<file path="config.mk">
export PLATFORM = sky130hd
export DESIGN_NAME = tlzw_ctrl
export DESIGN_NICKNAME = d
export VERILOG_FILES = /design/src/design/tiff_lzw_decoder_core_defines.svh /design/src/design/tlzw_pkg.sv /design/src/design/tlzw_ctrl.sv
export SDC_FILE = /design/constraint.sdc
export NUM_CORES = 1
export LEC_CHECK = 0
export ABC_AREA = 1
export BUFFER_PORTS_ARGS = -buffer_cell sky130_fd_sc_hd__buf_2
export CORE_UTILIZATION = 43
export DETAILED_ROUTE_END_ITERATION = 12
export GPL_ROUTABILITY_DRIVEN = 0
export PLACE_DENSITY = 0.82
export SYNTH_ARGS = -nofsm -noshare
export SYNTH_HDL_FRONTEND = slang
export SYNTH_SLANG_ARGS = --single-unit
</file>
<file path="constraint.sdc">
create_clock -name clk -period 2 [get_ports clk]
set_input_delay 0.2 -clock clk [delete_from_list [all_inputs] [get_ports clk]]
set_output_delay 0.2 -clock clk [all_outputs]
set_load 0.05 [all_outputs]
</file>
<file path="src/design/tiff_lzw_decoder_core_defines.svh">
// ---------------------------------------------------------------------------
// tiff_lzw_decoder_core_defines.svh
// Assertion macros for the TIFF LZW decoder.
// ---------------------------------------------------------------------------
`ifndef TIFF_LZW_DECODER_CORE_DEFINES_SVH
`define TIFF_LZW_DECODER_CORE_DEFINES_SVH

`ifndef SYNTH
// checked while out of reset
`define TLZW_ASSERT(lbl, prop, msg) \
  lbl: assert property (@(posedge clk) disable iff (!rst_n) prop) else $error(msg);
// checked at every edge
`define TLZW_ASSERT_ALWAYS(lbl, prop, msg) \
  lbl: assert property (@(posedge clk) prop) else $error(msg);
`else
`define TLZW_ASSERT(lbl, prop, msg)
`define TLZW_ASSERT_ALWAYS(lbl, prop, msg)
`endif

`endif

</file>
<file path="src/design/tlzw_pkg.sv">
// ---------------------------------------------------------------------------
// tlzw_pkg
// Shared types and constants of the TIFF LZW decoder.
// ---------------------------------------------------------------------------
package tlzw_pkg;

  localparam logic [11:0] CODE_CLEAR = 12'd256;
  localparam logic [11:0] CODE_END   = 12'd257;
  localparam logic [11:0] LIT_MAX    = 12'd255;
  localparam logic [12:0] FIRST_FREE = 13'd258;

  localparam logic [12:0] W10_AT = 13'd511;
  localparam logic [12:0] W11_AT = 13'd1023;
  localparam logic [12:0] W12_AT = 13'd2047;

  localparam logic [2:0] ST_RUN      = 3'd0;
  localparam logic [2:0] ST_OK       = 3'd1;
  localparam logic [2:0] ST_LEN      = 3'd2;
  localparam logic [2:0] ST_OVF      = 3'd3;
  localparam logic [2:0] ST_BADFIRST = 3'd4;
  localparam logic [2:0] ST_UNKNOWN  = 3'd5;
  localparam logic [2:0] ST_OVERRUN  = 3'd6;

  typedef struct packed {
    logic [11:0] prefix;
    logic [7:0]  last_char;
    logic [7:0]  first_char;
    logic [11:0] len;
  } entry_t;

  // controller -> datapath
  typedef struct packed {
    logic       load_item;
    logic       drain_rd;
    logic       drain_latch;
    logic       shift;
    logic       ent_rd_code;
    logic       add_look;
    logic       take_look;
    logic       add_kw;
    logic       clear_tbl;
    logic       emit;
    logic       walk_lit;
    logic       walk_rd;
    logic       walk_step;
    logic       set_st;
    logic       halt;
    logic [2:0] st_code;
    logic       finish;
  } cmd_t;

  // datapath -> controller
  typedef struct packed {
    logic kind;
    logic halted;
    logic pending_nz;
    logic code_avail;
    logic code_is_clear;
    logic code_is_end;
    logic prev_valid;
    logic code_gt255;
    logic code_lt_nfc;
    logic code_eq_nfc;
    logic room;
    logic len_ok;
    logic ovf;
    logic walk_lit;
    logic walk_final;
    logic out_free;
  } stat_t;

  function automatic logic [3:0] width_for(input logic [12:0] nfc);
    logic [3:0] w;
    if (nfc >= W12_AT) w = 4'd12;
    else if (nfc >= W11_AT) w = 4'd11;
    else if (nfc >= W10_AT) w = 4'd10;
    else w = 4'd9;
    return w;
  endfunction

endpackage

</file>
<file path="src/design/tlzw_ctrl.sv">
// ---------------------------------------------------------------------------
// tlzw_ctrl
// Sequencer: dispatches one word, runs code handling and the chain walk.
// ---------------------------------------------------------------------------
module tlzw_ctrl (
  input  logic           clk,
  input  logic           rst_n,
  input  logic           in_valid,
  output logic           in_ready,
  input  tlzw_pkg::stat_t stat,
  output tlzw_pkg::cmd_t  cmd
);

  localparam logic [3:0] S_IDLE   = 4'd0;
  localparam logic [3:0] S_DISP   = 4'd1;
  localparam logic [3:0] S_DRAIN  = 4'd2;
  localparam logic [3:0] S_CODE   = 4'd3;
  localparam logic [3:0] S_LOOK   = 4'd4;
  localparam logic [3:0] S_EMIT   = 4'd5;
  localparam logic [3:0] S_WALK   = 4'd6;
  localparam logic [3:0] S_WALKRD = 4'd7;
  localparam logic [3:0] S_DONE   = 4'd8;

  logic [3:0] state_r, state_nxt;

  assign in_ready = (state_r == S_IDLE);

  always_comb begin
    cmd       = '0;
    state_nxt = state_r;
    case (state_r)
      S_IDLE: begin
        if (in_valid) begin
          cmd.load_item = 1'b1;
          state_nxt     = S_DISP;
        end
      end
      S_DISP: begin
        if (stat.kind) begin
          if (stat.pending_nz) begin
            cmd.drain_rd = 1'b1;
            state_nxt    = S_DRAIN;
          end else begin
            state_nxt = S_DONE;
          end
        end else if (stat.halted) begin
          state_nxt = S_DONE;
        end else if (stat.pending_nz) begin
          cmd.set_st  = 1'b1;
          cmd.halt    = 1'b1;
          cmd.st_code = tlzw_pkg::ST_OVERRUN;
          state_nxt   = S_DONE;
        end else begin
          cmd.shift = 1'b1;
          state_nxt = stat.code_avail ? S_CODE : S_DONE;
        end
      end
      S_DRAIN: begin
        cmd.drain_latch = 1'b1;
        state_nxt       = S_DONE;
      end
      S_CODE: begin
        state_nxt = S_DONE;
        if (stat.code_is_end) begin
          cmd.set_st  = 1'b1;
          cmd.halt    = 1'b1;
          cmd.st_code = stat.len_ok ? tlzw_pkg::ST_OK : tlzw_pkg::ST_LEN;
        end else if (stat.code_is_clear) begin
          cmd.clear_tbl = 1'b1;
        end else if (!stat.prev_valid && stat.code_gt255) begin
          cmd.set_st  = 1'b1;
          cmd.halt    = 1'b1;
          cmd.st_code = tlzw_pkg::ST_BADFIRST;
        end else if (!stat.prev_valid || stat.code_lt_nfc) begin
          cmd.ent_rd_code = 1'b1;
          state_nxt       = S_LOOK;
        end else if (stat.code_eq_nfc && stat.room) begin
          // code not yet in the table: prev string plus its own first char
          cmd.add_kw = 1'b1;
          state_nxt  = S_EMIT;
        end else begin
          cmd.set_st  = 1'b1;
          cmd.halt    = 1'b1;
          cmd.st_code = tlzw_pkg::ST_UNKNOWN;
        end
      end
      S_LOOK: begin
        cmd.take_look = 1'b1;
        cmd.add_look  = stat.prev_valid && stat.room;
        state_nxt     = S_EMIT;
      end
      S_EMIT: begin
        if (stat.ovf) begin
          cmd.set_st  = 1'b1;
          cmd.halt    = 1'b1;
          cmd.st_code = tlzw_pkg::ST_OVF;
          state_nxt   = S_DONE;
        end else begin
          cmd.emit  = 1'b1;
          state_nxt = S_WALK;
        end
      end
      S_WALK: begin
        if (stat.walk_lit) begin
          cmd.walk_lit = 1'b1;
          state_nxt    = S_DONE;
        end else begin
          cmd.walk_rd = 1'b1;
          state_nxt   = S_WALKRD;
        end
      end
      S_WALKRD: begin
        cmd.walk_step = 1'b1;
        state_nxt     = stat.walk_final ? S_DONE : S_WALK;
      end
      S_DONE: begin
        if (stat.out_free) begin
          cmd.finish = 1'b1;
          state_nxt  = S_IDLE;
        end
      end
      default: begin
        state_nxt = S_IDLE;
      end
    endcase
  end

  always_ff @(posedge clk) begin
    if (!rst_n) begin
      state_r <= S_IDLE;
    end else begin
      state_r <= state_nxt;
    end
  end

endmodule

</file>
==> results.toml <==
[place]
dp_hpwl_um = 1338
port_buffers = 38

[floorplan]
fp-row-count = 12
fp.dieH_um = 38.90
die_area_mm2 = 0.001513
io_pins = 39
floorplan.initialDensity_pct = 49.37
core_mm2 = 0.001186
die_w_um = 38.90

[timing]
rsz0062_at_grt = "false"
max_freq_mhz = 532.3
worst_slew_pin_slew_ns = 0.3731
slew_violations = 0
whs_ns = 0.2175
finalHoldViolCount = 0
fin_skew_ns = 0.007170
setup_violations = 0
fin_crit_sh_pct = 93.94
slew_headroom_pct = 75.09
finalCriticalPeriod_ns = 1.879
fin_setup_tns_ns = 0

[grt]
grt_pass1_wl_um = 2366
grt_pass1_vias = 615
grtUsageTotal_pct = 22.41
grt_max_degree = 9
grt.overflow.total = 0
antenna_found_initial = 0

[power]
vdd_ir_drop_max_mv = 0.4247
pwr_density_cell_mw_per_mm2 = 539.8
p_total_mw = 0.4349
p_leak_nw = 0.5466

[synth]
seq_area_frac_synth_pct = 13.68
ys_seq_elements = 4
synth_top_area_share_pct = 21.15
synth_area_leaders = "nand2_1 (21%), dfxtp_1 (14%), inv_1 (13%)"
syn-num-nets = 133
synth_xor_area_share_pct = 0
synth_simple_gate_area_share_pct = 60.68
syn_inst = 114
synth_cell_types = 22
synthAdderAreaFrac_pct = 0
synth_area_um2 = 585.6
ys_warn_count = 0
synth_top_family_by_area = "simple AND/OR/NAND/NOR gates"
synth_area_per_cell_um2 = 5.137
synthMuxAreaShare_pct = 0
yosys.area.top_type = "nand2_1"
synth_compound_area_share_pct = 6.410

[finish]
syn2layout_area_growth_pct = 37.61
regArea_um2 = 81.33
nNetsFinal = 173
largest_reg_flops = 4
multi_input_area_um2 = 405.4
top_register = "state_r"
drive_above_1_share_pct = 34.87
fillers = 117
reg_top3 = "state_r x4"
final_cell_mix = "buf_2 (37), nand2_1 (33), inv_1 (21), nor2_1 (17), nand3_1 (8)"
n_antenna_cell = 0
layout_commonest_cell = "buf_2"

[routing]
drtIter0Drc = 38
detail_route.first_pass.iterations = 4
drt_wl_total_um = 1564
vias_per_cell = 4.849
post_drt_wl_per_cell_um = 9.422
vias = 805
final_antenna_net_count = 0
drc = 0

[critical_path]
cp_cell_sequence = "inv_1 -> nand2_1 -> nor2_1 -> nand3_1 -> and2_1 -> o21ai_1 -> clkbuf_4"
critPathLaunchType = "flop"
r2r_setup_slack_ns = 0.67
critical_path_depth = 7
cp_top_family = "simple AND/OR/NAND/NOR gates"
endpoint_kind = "output port"
cp_num_buf_inv = 2
cp_slowest_cell = "dfxtp_1"
worstPathArrival_ns = 1.68
crit_path_end = "cmd[2]"
r2r-start = "state_r[3]"
startpoint = "state_r[3]"
cpPeakStageDelay_ns = 0.41
cp.required_ns = 1.80
critPathMaxFanout = 8
r2r-end = "state_r[3]"
crit_type = "reg2out"
reg2reg_depth = 8

[outcome]
status = "completed"

[min_path]
min_path_type = "in2reg"

[cts]
hold_buffers = 0
insertion_delay_ns = 0.23
h-tree-depth = 1
cts_tree = "yes"
clockBufferDepth = 2
root_buffer = "clkbuf_4"
clkTransAtPathRegs_ns = 0.04
cts_buffers = 3
cts.sinks = 4
post_cts_buffers = 0

[run]
maxCapViolations = 0
==> worst min path at each step <==
stage | startpoint | to | slack [ns] | depth (start not counted)
after floorplan | rst_n | state_r[3] | 0.34 | 2
after global placement | rst_n | state_r[3] | 0.45 | 3
after detailed placement | rst_n | state_r[3] | 0.45 | 3
after CTS | rst_n | state_r[3] | 0.21 | 3
after global routing | rst_n | state_r[3] | 0.23 | 3
final | rst_n | state_r[3] | 0.22 | 3
==> routing by layer <==
| metal | vias up | track usage [%] | share of wire (%) |
|---|---|---|---|
| li1 | 430 | - | - |
| met5 | - | 0 | 0 |
| met1 | 350 | 28.28 | 47 |
| met3 | 0 | 3.468 | 4.0 |
| met2 | 25 | 37.08 | 49 |
| met4 | 0 | 9.483 | 0 |
==> timing repair <==
action	4_1_cts	5_1_grt
setup endpoints to repair	0	3
hold endpoints to repair	0	0
gates resized for setup	0	2
==> cell families after synthesis <==
family / count (synthesis)
flops: 4
buf+inv: 26
simple gates: 77
compound gates: 7
==> Yosys cell counts (all sizes together) <==
master,number
a21oi,2
and2,1
buf,3
dfxtp,4
inv,23
nand2,34
nand3,9
nand3b,1
nand4,3
nor2,21
nor3,5
nor4,2
o211ai,1
o21ai,4
or2,1
==> metrics by stage <==
stage	util [%]	std cells	cell area, µm²	worst slack, ns
after floorplan	-	114	598.1	0.09016
after global placement	65.72	163	779.5	0.3843
after detailed placement	65.72	163	779.5	0.3574
after CTS	67.62	166	802.0	0.09910
after global routing	67.93	166	805.8	0.005459
final	67.93	166	805.8	0.1213
==> cell type report <==
| class | instances | area share, % |
|---|---|---|
| clock buffer | 3 | 2.795 |
| inverter | 23 | 10.71 |
| timing repair buffer | 38 | 23.91 |
| tap | 14 | 2.174 |
| sequential | 4 | 10.09 |
| multi-input combinational | 84 | 50.31 |
==> power by group <==
group	internal (mW)	switching, mW	total (mW)
registers	0.0901	0.0187	0.109
logic	0.0689	0.159	0.228
clock network	0.0670	0.0313	0.0982
==> worst register-to-register path, cell delays in order, from the launching register on <==
cell	delay [ns]
dfxtp_1	0.54
inv_1	0.14
nand2_1	0.13
nor2_1	0.06
nand2_1	0.05
nand2_1	0.08
nor3_1	0.14
nand2_1	0.08
nand2_1	0.05
(Power assumes the default switching activity.)
